### src/hw/rtl/assert_macros.svh
// Assertion macros for the RTL file that checks its own logic.
`ifndef ASSERT_MACROS_SVH
`define ASSERT_MACROS_SVH

// Clocked assertion that is switched off while reset is asserted.
`define ASSERT_RST(lbl, clk, rst_n, prop, msg) \
	lbl: assert property (@(posedge clk) disable iff (!(rst_n)) (prop)) else $error(msg);

// Clocked assertion that is also checked during reset.
`define ASSERT_ALWAYS(lbl, clk, prop, msg) \
	lbl: assert property (@(posedge clk) (prop)) else $error(msg);

`endif

### src/hw/rtl/lrm_pkg.sv
// Types and constants of the load-reserved monitor.
package lrm_pkg;

	localparam int KIND_W = 2;
	localparam int HART_W = 3;
	localparam int ADDR_W = 64;
	localparam int LEN_W  = 4;
	localparam int END_W  = ADDR_W + 1;

	typedef logic [KIND_W-1:0] kind_t;
	typedef logic [HART_W-1:0] hart_t;
	typedef logic [ADDR_W-1:0] addr_t;
	typedef logic [LEN_W-1:0]  len_t;
	typedef logic [END_W-1:0]  end_t;

	// Access kinds.
	localparam kind_t KIND_LR = 2'd0;
	localparam kind_t KIND_SC = 2'd1;
	localparam kind_t KIND_ST = 2'd2;

	// One access held in the input stage, with its 65-bit range end.
	typedef struct packed {
		kind_t kind;
		hart_t hart;
		addr_t address;
		end_t  range_end;
	} acc_t;

	// Outcome of one access.
	typedef struct packed {
		logic sc_ok;
		logic cleared;
	} res_t;

endpackage

### src/hw/rtl/lrm_req_if.sv
// Request channel of the load-reserved monitor.
interface lrm_req_if;
	import lrm_pkg::*;

	logic  valid;
	logic  ready;
	kind_t kind;
	hart_t hart;
	addr_t address;
	len_t  length;

	modport source (output valid, kind, hart, address, length, input ready);
	modport sink (input valid, kind, hart, address, length, output ready);
endinterface

### src/hw/rtl/lrm_rsp_if.sv
// Response channel of the load-reserved monitor.
interface lrm_rsp_if;
	logic valid;
	logic ready;
	logic sc_succeeded;
	logic others_cleared;

	modport source (output valid, sc_succeeded, others_cleared, input ready);
	modport sink (input valid, sc_succeeded, others_cleared, output ready);
endinterface

### src/hw/rtl/lrm_in_stage.sv
// Input register: clamps the length and forms the 65-bit range end.
module lrm_in_stage #(
	parameter int MAX_LEN = 8
) (
	input  logic           clk,
	input  logic           arst_n,
	lrm_req_if.sink        req,
	input  logic           adv,
	output logic           valid_s1,
	output lrm_pkg::acc_t  acc_s1
);
	import lrm_pkg::*;

	len_t len_c;
	acc_t acc_d;
	logic take;

	// Clamp an oversized length and extend the end by one carry bit.
	always_comb begin
		len_c = ({1'b0, req.length} > (LEN_W+1)'(MAX_LEN)) ? LEN_W'(MAX_LEN) : req.length;
		acc_d.kind      = req.kind;
		acc_d.hart      = req.hart;
		acc_d.address   = req.address;
		acc_d.range_end = {1'b0, req.address} + END_W'(len_c);
	end

	// The stage takes a new beat when it is empty or moving on.
	assign req.ready = !valid_s1 || adv;
	assign take      = req.valid && req.ready;

	always_ff @(posedge clk or negedge arst_n) begin
		if (!arst_n) begin
			valid_s1 <= 1'b0;
		end else if (take) begin
			valid_s1 <= 1'b1;
		end else if (adv) begin
			valid_s1 <= 1'b0;
		end
	end

	always_ff @(posedge clk) begin
		if (take) begin
			acc_s1 <= acc_d;
		end
	end
endmodule

### src/hw/rtl/lrm_resv_table.sv
// Per-hart reservation table with its own range comparators for each entry.
module lrm_resv_table #(
	parameter int NUM_HARTS = 8
) (
	input  logic                 clk,
	input  logic                 arst_n,
	input  lrm_pkg::acc_t        acc_s1,
	input  logic                 adv,
	output lrm_pkg::res_t        res,
	output logic [NUM_HARTS-1:0] resv_valid
);
	import lrm_pkg::*;

	logic [NUM_HARTS-1:0] valid_q;
	addr_t                base_q [NUM_HARTS];
	end_t                 end_q  [NUM_HARTS];

	logic [NUM_HARTS-1:0] own;
	logic [NUM_HARTS-1:0] fits;
	logic [NUM_HARTS-1:0] ovl;
	logic                 is_lr;
	logic                 is_sc;
	logic                 clear_en;

	assign is_lr = (acc_s1.kind == KIND_LR);
	assign is_sc = (acc_s1.kind == KIND_SC);

	// Compare the access against every entry in parallel.
	always_comb begin
		for (int i = 0; i < NUM_HARTS; i++) begin
			own[i]  = (32'(acc_s1.hart) == 32'(i));
			fits[i] = (acc_s1.address >= base_q[i]) && (acc_s1.range_end <= end_q[i]);
			ovl[i]  = valid_q[i] && !own[i]
				&& ({1'b0, acc_s1.address} < end_q[i])
				&& (acc_s1.range_end > {1'b0, base_q[i]});
		end
	end

	// A passing store-conditional then acts as a plain store.
	always_comb begin
		res.sc_ok   = is_sc && |(own & valid_q & fits);
		clear_en    = (acc_s1.kind == KIND_ST) || res.sc_ok;
		res.cleared = clear_en && |ovl;
	end

	// Valid bits: set by load-reserved, dropped by own SC or by another hart's overlapping store or passing SC.
	always_ff @(posedge clk or negedge arst_n) begin
		if (!arst_n) begin
			valid_q <= '0;
		end else if (adv) begin
			for (int i = 0; i < NUM_HARTS; i++) begin
				if (is_lr && own[i]) begin
					valid_q[i] <= 1'b1;
				end else if ((is_sc && own[i]) || (clear_en && ovl[i])) begin
					valid_q[i] <= 1'b0;
				end
			end
		end
	end

	// Range of each reservation, written by load-reserved.
	always_ff @(posedge clk) begin
		if (adv && is_lr) begin
			for (int i = 0; i < NUM_HARTS; i++) begin
				if (own[i]) begin
					base_q[i] <= acc_s1.address;
					end_q[i]  <= acc_s1.range_end;
				end
			end
		end
	end

	assign resv_valid = valid_q;
endmodule

### src/hw/rtl/lrm_out_stage.sv
// Result register that holds a beat until the response side takes it.
module lrm_out_stage (
	input  logic           clk,
	input  logic           arst_n,
	input  logic           adv,
	input  lrm_pkg::res_t  res,
	output logic           can_take,
	lrm_rsp_if.source      rsp
);
	import lrm_pkg::*;

	res_t res_q;
	logic valid_q;

	assign can_take = !valid_q || rsp.ready;

	always_ff @(posedge clk or negedge arst_n) begin
		if (!arst_n) begin
			valid_q <= 1'b0;
		end else if (adv) begin
			valid_q <= 1'b1;
		end else if (rsp.ready) begin
			valid_q <= 1'b0;
		end
	end

	always_ff @(posedge clk) begin
		if (adv) begin
			res_q <= res;
		end
	end

	assign rsp.valid          = valid_q;
	assign rsp.sc_succeeded   = res_q.sc_ok;
	assign rsp.others_cleared = res_q.cleared;
endmodule

### src/hw/rtl/load_reserved_monitor_top.sv
// An accepted beat enters the input register; its result then moves to the result register.
// Throughput: one access per cycle while the response side takes results; each entry
// of the reservation table has its own comparators, all harts checked in parallel in one pass.
// Reset clears every reservation and both pipeline valid flags; the reservation
// ranges themselves are not reset and are only read while their entry is valid.
module load_reserved_monitor_top #(
	parameter int NUM_HARTS = 8,
	parameter int MAX_LEN   = 8
) (
	input  logic      clk,
	input  logic      arst_n,
	lrm_req_if.sink   req,
	lrm_rsp_if.source rsp
);
	import lrm_pkg::*;
`include "assert_macros.svh"

	logic                 valid_s1;
	acc_t                 acc_s1;
	res_t                 res;
	logic                 can_take;
	logic                 adv;
	logic [NUM_HARTS-1:0] resv_valid;

	// The input stage moves on when the result register can take its beat.
	assign adv = valid_s1 && can_take;

	lrm_in_stage #(
		.MAX_LEN(MAX_LEN)
	) u_in (
		.clk     (clk),
		.arst_n  (arst_n),
		.req     (req),
		.adv     (adv),
		.valid_s1(valid_s1),
		.acc_s1  (acc_s1)
	);

	lrm_resv_table #(
		.NUM_HARTS(NUM_HARTS)
	) u_table (
		.clk       (clk),
		.arst_n    (arst_n),
		.acc_s1    (acc_s1),
		.adv       (adv),
		.res       (res),
		.resv_valid(resv_valid)
	);

	lrm_out_stage u_out (
		.clk     (clk),
		.arst_n  (arst_n),
		.adv     (adv),
		.res     (res),
		.can_take(can_take),
		.rsp     (rsp)
	);

	// An empty result register never stalls the request side.
	`ASSERT_RST(a_ready_when_empty, clk, arst_n, !rsp.valid |-> req.ready, "request stalled with empty output")
	// Only a store-conditional can report success.
	`ASSERT_RST(a_sc_kind, clk, arst_n, (adv && res.sc_ok) |-> (acc_s1.kind == KIND_SC), "sc success on wrong kind")
	// Clearing other harts removes at least one reservation.
	`ASSERT_RST(a_clear_drops, clk, arst_n, (adv && res.cleared) |=> ($countones(resv_valid) < $past($countones(resv_valid))), "clear reported but no reservation dropped")
	// No reservation is held once a clock edge has seen reset.
	`ASSERT_ALWAYS(a_reset_empty, clk, !arst_n |=> (resv_valid == '0), "reservation held during reset")
endmodule

### src/flat_wrapper.sv
// flat-port wrapper written by rule: the top's interface ports become plain ports
module load_reserved_monitor_top_flat import lrm_pkg::*;
#(
	parameter int NUM_HARTS = 8,
	parameter int MAX_LEN   = 8
)
  (clk, arst_n, req_valid, req_kind, req_hart, req_address, req_length, req_ready, rsp_valid, rsp_sc_succeeded, rsp_others_cleared, rsp_ready);
  lrm_req_if req_i ();
  lrm_rsp_if rsp_i ();
  input  logic clk;
  input  logic arst_n;
  input wire logic [$bits(req_i.valid)-1:0] req_valid;
  input wire logic [$bits(req_i.kind)-1:0] req_kind;
  input wire logic [$bits(req_i.hart)-1:0] req_hart;
  input wire logic [$bits(req_i.address)-1:0] req_address;
  input wire logic [$bits(req_i.length)-1:0] req_length;
  output wire logic [$bits(req_i.ready)-1:0] req_ready;
  output wire logic [$bits(rsp_i.valid)-1:0] rsp_valid;
  output wire logic [$bits(rsp_i.sc_succeeded)-1:0] rsp_sc_succeeded;
  output wire logic [$bits(rsp_i.others_cleared)-1:0] rsp_others_cleared;
  input wire logic [$bits(rsp_i.ready)-1:0] rsp_ready;
  assign req_i.valid = req_valid;
  assign req_i.kind = req_kind;
  assign req_i.hart = req_hart;
  assign req_i.address = req_address;
  assign req_i.length = req_length;
  assign req_ready = req_i.ready;
  assign rsp_valid = rsp_i.valid;
  assign rsp_sc_succeeded = rsp_i.sc_succeeded;
  assign rsp_others_cleared = rsp_i.others_cleared;
  assign rsp_i.ready = rsp_ready;
  load_reserved_monitor_top #(.NUM_HARTS(NUM_HARTS), .MAX_LEN(MAX_LEN)) u_core (.clk(clk), .arst_n(arst_n), .req(req_i), .rsp(rsp_i));
endmodule
### config.mk
export PLATFORM = sky130hd
export DESIGN_NAME = load_reserved_monitor_top_flat
export DESIGN_NICKNAME = d
export VERILOG_FILES = /design/src/hw/rtl/lrm_pkg.sv /design/src/hw/rtl/lrm_req_if.sv /design/src/hw/rtl/lrm_rsp_if.sv /design/src/hw/rtl/lrm_in_stage.sv /design/src/hw/rtl/lrm_resv_table.sv /design/src/hw/rtl/lrm_out_stage.sv /design/src/hw/rtl/load_reserved_monitor_top.sv /design/src/flat_wrapper.sv
export VERILOG_INCLUDE_DIRS = /design/src /design/src/hw/rtl
export SDC_FILE = /design/constraint.sdc
export NUM_CORES = 2
export LEC_CHECK = 0
export BUFFER_PORTS_ARGS = -buffer_cell sky130_fd_sc_hd__buf_2
export CELL_PAD_IN_SITES_DETAIL_PLACEMENT = 0
export CELL_PAD_IN_SITES_GLOBAL_PLACEMENT = 1
export CORE_MARGIN = 5
export CORE_UTILIZATION = 57
export CTS_CLUSTER_DIAMETER = 120
export DETAILED_ROUTE_END_ITERATION = 16
export PLACE_DENSITY = 0.91
export SETUP_SLACK_MARGIN = 0.02
export SLEW_MARGIN = 40
export SYNTH_ARGS = -nofsm -noshare
export SYNTH_HDL_FRONTEND = slang
export SYNTH_SLANG_ARGS = --single-unit
### constraint.sdc
create_clock -name clk -period 14.7 [get_ports clk]
set_input_delay 0 -clock clk [delete_from_list [all_inputs] [get_ports clk]]
set_output_delay 0 -clock clk [all_outputs]
set_load 0.02 [all_outputs]
; After elaboration in Yosys (flattened, before gate mapping)
; Memory sizes are Yosys's and may differ from the RTL's.
; Cells that the tools add are included.
[word_totals]
wordCells = 268
in_bits = 77
memories = 2
out_inout_bits = 4
register_bits = 146
mem_bits_rw = 1032
[op_classes]
reduce_logical = 118
eq_ne = 9
magnitude_cmp = 33
addsub = 1
n_bitwise = 2
muxes = 87
[memory_table]
columns = name, words, word_bits, rd, rd_clocked_by_memory_dff, wr, line_no
row1 = u_core.u_table.end_q, 8, 65, 8, 0, 1, lrm_resv_table.sv:16  ; end_t end_q [NUM_HARTS];
row2 = u_core.u_table.base_q, 8, 64, 8, 0, 1, lrm_resv_table.sv:15  ; addr_t base_q [NUM_HARTS];
[op_table]
columns = op, n
row1 = $gt 65x64->1, 8
row2 = $le 65x65->1, 8
row3 = $lt 64x65->1, 8
row4 = $ge 64x64->1, 8
row5 = $mux 65, 7
row6 = $reduce_or 65->1, 7
row7 = $mux 64, 7
row8 = $reduce_or 64->1, 7
row9 = $add 64x4->65, 1
row10 = $logic_and 1x1->1, 61
row11 = $mux 1, 58
row12 = $mux 3, 14
row13 = $reduce_bool 2->1, 10
row14 = $and 8x8->8, 2
row15 = $reduce_and 2->1, 8
row16 = $reduce_or 8->1, 2
row17 = $eq 3x3->1 const B, 4
row18 = $logic_or 1x1->1, 11
row19 = $logic_not 1->1, 10
row20 = $eq 3x2->1 const B, 2
row21 = $gt 4x4->1 const B, 1
row22 = $mux 4, 1
row23 = $eq 3x1->1 const B, 1
row24 = $logic_not 3->1, 1
row25 = 3 further kinds, 3

; Logic depth before layout (Yosys ltp)
[depth]
depth_word = 14
mapped_depth = 14
depth_no_buf = 14

; Modules after synthesis
; From an unflattened synthesis, not the netlist that was laid out.
[unflattened]
hier_cells = 7742
hier_area_um2 = 85311.8
[modules_own_cells]
columns = mod, area_each_um2, n_inst, cells_per_inst
row1 = lrm_resv_table, 79618.9, 1, 7372
row2 = lrm_in_stage, 5579.1, 1, 364
row3 = lrm_out_stage, 107.6, 1, 5
row4 = load_reserved_monitor_top, 6.3, 1, 1

; Worst setup path after synthesis
; No wires, ideal clock.
[synth_path]
path_kind = register to register
start = register u_core.u_out.valid_q (netlist: u_core.u_out.rsp.valid)
end = memory u_core.u_table.base_q[0][128] (netlist bit), enable pin
path_buffers = 1
arrival_time_ns = 6.612
path_slack_ns = 7.467
path_stages_with_launch = 6
cell_sequence = dfrtp_1 -> nand2b_1 -> nand2_1 -> or3_1 -> clkbuf_1 -> nor2_1
[synth_via]
elab_chain_cells = 14
[synth_rtl]
columns = item, line_no
row1 = "start, declared", lrm_out_stage.sv:13  ; logic valid_q;
row2 = "start signal, assigned", lrm_out_stage.sv:19  ; valid_q <= 1'b0;
row3 = "start signal, assigned", lrm_out_stage.sv:21  ; valid_q <= 1'b1;
row4 = "start signal, assigned", lrm_out_stage.sv:23  ; valid_q <= 1'b0;
row5 = $logic_not 1->1 (*), lrm_out_stage.sv:15  ; assign can_take = !valid_q || rsp.ready;
row6 = $logic_or 1x1->1 (*), lrm_out_stage.sv:15
row7 = $logic_and 1x1->1 (*), load_reserved_monitor_top.sv:26  ; assign adv = valid_s1 && can_take;
row8 = $logic_and 1x1->1 (*), lrm_resv_table.sv:63  ; if (adv && is_lr) begin
row9 = $mux 1, lrm_resv_table.sv:63
row10 = $mux 1 (not written as such), lrm_resv_table.sv:66  ; base_q[i] <= acc_s1.address;
row11 = $reduce_or 64->1 (no line), n/a
row12 = $mux 3 (no line) or $mux 1 (tied branches) (7 in a row), n/a
row13 = "end, declared", lrm_resv_table.sv:15
; Mark *: on every way between the ends. The rest lies on a longest branch, timed or not.

; Worst setup path after layout
[layout_path]
start = register, netlist name u_core.u_in.acc_s1[64]
end = register u_core.u_table.valid_q[7] (netlist: u_core.u_table.resv_valid[7])
[layout_via]
elab_chain_cells = 10
[layout_rtl]
columns = item, line_no
row1 = $le 65x65->1, lrm_resv_table.sv:32  ; fits[i] = (acc_s1.address >= base_q[i]) && (acc_s1.range_end <= end_q[i]);
row2 = $logic_and 1x1->1, lrm_resv_table.sv:32
row3 = $and 8x8->8, lrm_resv_table.sv:41  ; res.sc_ok = is_sc && |(own & valid_q & fits);
row4 = $reduce_or 8->1, lrm_resv_table.sv:41
row5 = $logic_and 1x1->1, lrm_resv_table.sv:41
row6 = $logic_or 1x1->1, lrm_resv_table.sv:42  ; clear_en = (acc_s1.kind == KIND_ST) || res.sc_ok;
row7 = $logic_and 1x1->1 (*), lrm_resv_table.sv:54  ; end else if ((is_sc && own[i]) || (clear_en && ovl[i])) begin
row8 = $logic_or 1x1->1 (*), lrm_resv_table.sv:54
row9 = $reduce_bool 2->1 (no line) (*), n/a
row10 = $reduce_and 2->1 (no line) (*), n/a
row11 = "end signal, assigned", lrm_resv_table.sv:49  ; valid_q <= '0;
row12 = "end signal, assigned by index", lrm_resv_table.sv:53  ; valid_q[i] <= 1'b1;
row13 = "end signal, assigned by index", lrm_resv_table.sv:55  ; valid_q[i] <= 1'b0;
row14 = "end, declared", lrm_resv_table.sv:14  ; logic [NUM_HARTS-1:0] valid_q;
; Marked as above.
; A chain may end at the register's enable or synchronous reset.

==> run_results.csv <==
group,metric,value,unit
run_status,outcome,"complete, no violations",
hold_path,min_from,"req_address[53]",
setup_path,crit_path_end_kind,"flip-flop",
grt,grt_pass1_wl,424000,µm
grt,grt_pass1_vias,66100,
cts,clockBufferDepth,3,
finish,fin_area,0.0958,mm²
pwr,ir_drop,0.118,mV
setup_path,cp_max_fo,33,
setup_path,path_buf_inv,2,
synth,syn_area_per_cell,11.0,µm²
drt,ant_nets,0,
finish,drive_gt1_share,6.80,%
finish,stdcell_count,10300,
sta,slew_headroom,32.1,%
grt,grt_util_met2,56.8,%
drt,routedWlPerCell,28.4,µm
pwr,p_leak,43.5,nW
grt,busiest_layer,"met2",
pwr,p_int,6.29,mW
place,io_buffers,80,
floorplan,core,0.148,mm²
floorplan,fp.dieW,396,µm
synth,yosysTopAreaCell,"edfxtp_1",
synth,synthCells,7754,
sta,whs,31.1,ps
synth,synth_ff_type,"edfxtp_1",
synth,ys_top_cells_by_area,"edfxtp_1 41%, ha_1 30%, inv_1 4.8%",
floorplan,start_util,57.5,%
place,placed_cell_area,0.0898,mm²
pwr,p_switching,2.34,mW
place,dp.cells,9951,
finish,area_growth,12.6,%
job,max-cap-violations,0,
setup_path,path_class,"reg2reg",
place,gp_congestion,1.05,
cts,cts.clk_slew.worst_paths,60,ps
setup_path,critPathSlowestCell,"nor4_1",
sta,fin_setup_tns,0,ps
hold_path,hold_path.class,"in2reg",
place,preCtsSetupSlack,10080,ps
synth,synthArstFlopShare,0.849,%
floorplan,die_h,396,µm
grt,grt.total_usage,36.6,%
floorplan,core.rowCount,141,
pwr,total_power,8.64,mW
cts,post_cts_resize_count,0,
finish,utilization,64.7,%
synth,syn_area,0.0851,mm²
drt,first_pass_iters,6,
cts,cts_hold_buf,128,
setup_path,cp.required,15380,ps
cts,cts_tree,"built",
setup_path,crit-reg2reg-launch,"u_core.u_in.acc_s1[64]",
drt,vias,66900,
pwr,switching_share,27.1,%
sta,rsz0062_at_grt,"no",
grt,antenna_found_initial,20,
place,dpl.hpwl,214000,µm
drt,remaining_drc_errors,0,
drt,finalWirelength,294000,µm
sta,clock_skew,24.1,ps
cts,cts_htree_levels,4,
synth,synth_nets,9884,
setup_path,cp-startpoint,"u_core.u_in.acc_s1[64]",
setup_path,crit_chain,"buf_4 > ha_1 > nand4_1 > nor4_1 > nand3_1 > nor4_1 > buf_4 > a31oi_1 > o211a_1 > o221ai_1 > nand3_1 > or4_1 > o211ai_1",
sta,finalSetupViolCount,0,
drt,via_per_inst,6.46,
cts,cts_made_buffers,141,
setup_path,critPathLaunchType,"flip-flop",
grt,globalRouteMet3Util,8.21,%
synth,synth_warnings,0,
floorplan,dieArea,0.157,mm²
pwr,power_frac_clock,41.5,%
cts,cts.sinks,1178,
setup_path,critPathMaxStageDelay,800,ps
sta,finalCriticalPeriod,4960,ps
sta,maxSlewViolCount,0,
grt,grt_max_degree,70,
finish,n_fill_cell,11400,
cts,clk_latency,790,ps
sta,hold_viol_final,0,
synth,synth.distinct_cells,83,
pwr,power_frac_seq,43.9,%
pwr,power_density,90.1,mW/mm²
synth,yosysSeqAreaShare,41.5,%
sta,finalWorstSetupSlack,9740,ps
finish,fin_nets,10400,
floorplan,pin_count,81,
setup_path,rrSetupSlack,9740,ps
setup_path,worst_ep_arrival_time,5640,ps
sta,min_period_over_period,33.7,%
drt,drt_iter0_drc,6344,
synth,synth_top_area_share,41.2,%
pwr,comb_power_share,14.6,%
cts,cts_root_buf,"clkbuf_16",
synth,synth_edf_count,1168,
grt,overflow,0,
grt,grtUsageMet1,45.0,%
sta,fmax,202,MHz
setup_path,cpLargestDelayFamily,"simple AND/OR/NAND/NOR gates",
sta,tightest_slew,1010,ps
synth,synth-seq-cells,1178,
cts,cts_setup_buffers,0,
state kept, by name, summed over array words and instances (netlist names):
signal	flops
u_core.u_table.end_q	520
u_core.u_in.acc_s1	134
u_core.u_out.rsp.valid	1
u_core.u_in.valid_s1	1
u_core.u_table.resv_valid	8
u_core.u_table.base_q	512
u_core.u_out.rsp.others_cleared	1
u_core.u_out.rsp.sc_succeeded	1
power by group through the flow:
| stage | Clock (mW) | Sequential [mW] | Combinational, mW |
|---|---|---|---|
| floorplan | 0 | 3.95 | 0.610 |
| global placement | 0 | 3.86 | 1.14 |
| detailed placement | 0 | 3.86 | 1.19 |
| CTS | 3.60 | 3.79 | 1.23 |
| global route | 3.75 | 3.79 | 1.37 |
| finish | 3.58 | 3.79 | 1.26 |
final timing paths:
path / cells past startpoint / to
setup / recovery: 13 / u_core.u_table.resv_valid[7]
hold / removal: 2 / u_core.u_in.acc_s1[118]
setup reg to reg: 13 / u_core.u_table.resv_valid[7]
hold reg to reg: 1 / u_core.u_out.rsp.valid
max in group asynchronous: 3 / u_core.u_table.resv_valid[7]
min in group asynchronous: 3 / u_core.u_table.resv_valid[2]
synth_stat cells, drive strengths merged, types with 10 or more instances:
library cell  count
o31ai            30
a21boi           16
nor4b            11
o221ai           15
nand4           374
or3              17
a31oi            29
nor2b            45
nor4             54
or2              11
or4              11
o22ai            15
o211ai           71
o311ai           12
ha             2052
a211oi           99
a211o            26
nor3             93
a221oi           31
edfxtp         1168
o2111ai          19
xnor2            45
o21bai           12
nor2            269
a221o            10
nand3           185
a21o            272
a2111oi          39
and3             44
nand2           365
and4             46
a21oi           643
xor2             17
nand4b           12
dfrtp            10
o21a             51
nand2b           31
inv            1086
o21ai           328
worst reg2reg max path: cells and delay by family, from the launching register on:
kind	cells	cell delay, ps
flops	1	370
compound gates	4	770
simple gates	6	2790
fa+ha+maj	1	400
buf+inv	2	530
layout make-up:
type,instances,area [µm²],share of cell area [%]
multi-input combinational,5483,46100,48.1
sequential,1178,35300,36.9
inverter,1087,4080,4.26
clock buffer,178,3780,3.95
timing repair buffer,402,3210,3.35
tap,1930,2410,2.52
clock inverter,79,863,0.901
antenna,12,30.0,0.0313
logic make-up (layout without fill, tap and decap cells):
| kind of cell | Yosys count | in the layout | share of synthesized area (%) |
|---|---|---|---|
| AOI/OAI and AO/OA | 1772 | 1772 | 13.1 |
| xor gates and xnor gates | 62 | 62 | 0.638 |
| adders and majority gates | 2053 | 2053 | 30.2 |
| buffers and inverters | 1093 | 1746 | 4.82 |
| DFF | 1178 | 1178 | 41.5 |
| other | 0 | 12 | 0 |
| and+or+nand+nor | 1596 | 1596 | 9.80 |
cells in the final DEF, fill, tap and decap left out, types with 51 or more instances in the layout:
cell / synthesis / layout
a21o_1: 271 / 271
clkbuf_16: 0 / 145
dlygate4sd3_1: 0 / 128
nor2_1: 268 / 260
o211ai_1: 71 / 71
nand4_1: 372 / 372
nand2_1: 365 / 365
a21oi_1: 643 / 640
buf_4: 0 / 176
nor3_1: 93 / 83
nand3_1: 184 / 184
edfxtp_1: 1168 / 1168
o21ai_0: 328 / 323
o21a_1: 51 / 51
inv_1: 1086 / 1085
a211oi_1: 98 / 95
buf_2: 0 / 82
ha_1: 2052 / 2052
routing by layer:
metal,share of wire [%],routed length [µm]
met1,38,112000
met2,43,128000
met3,9.6,28200
met4,8.9,26200
met5,0.031,90
No activity file was read; power rests on OpenSTA's default activity.
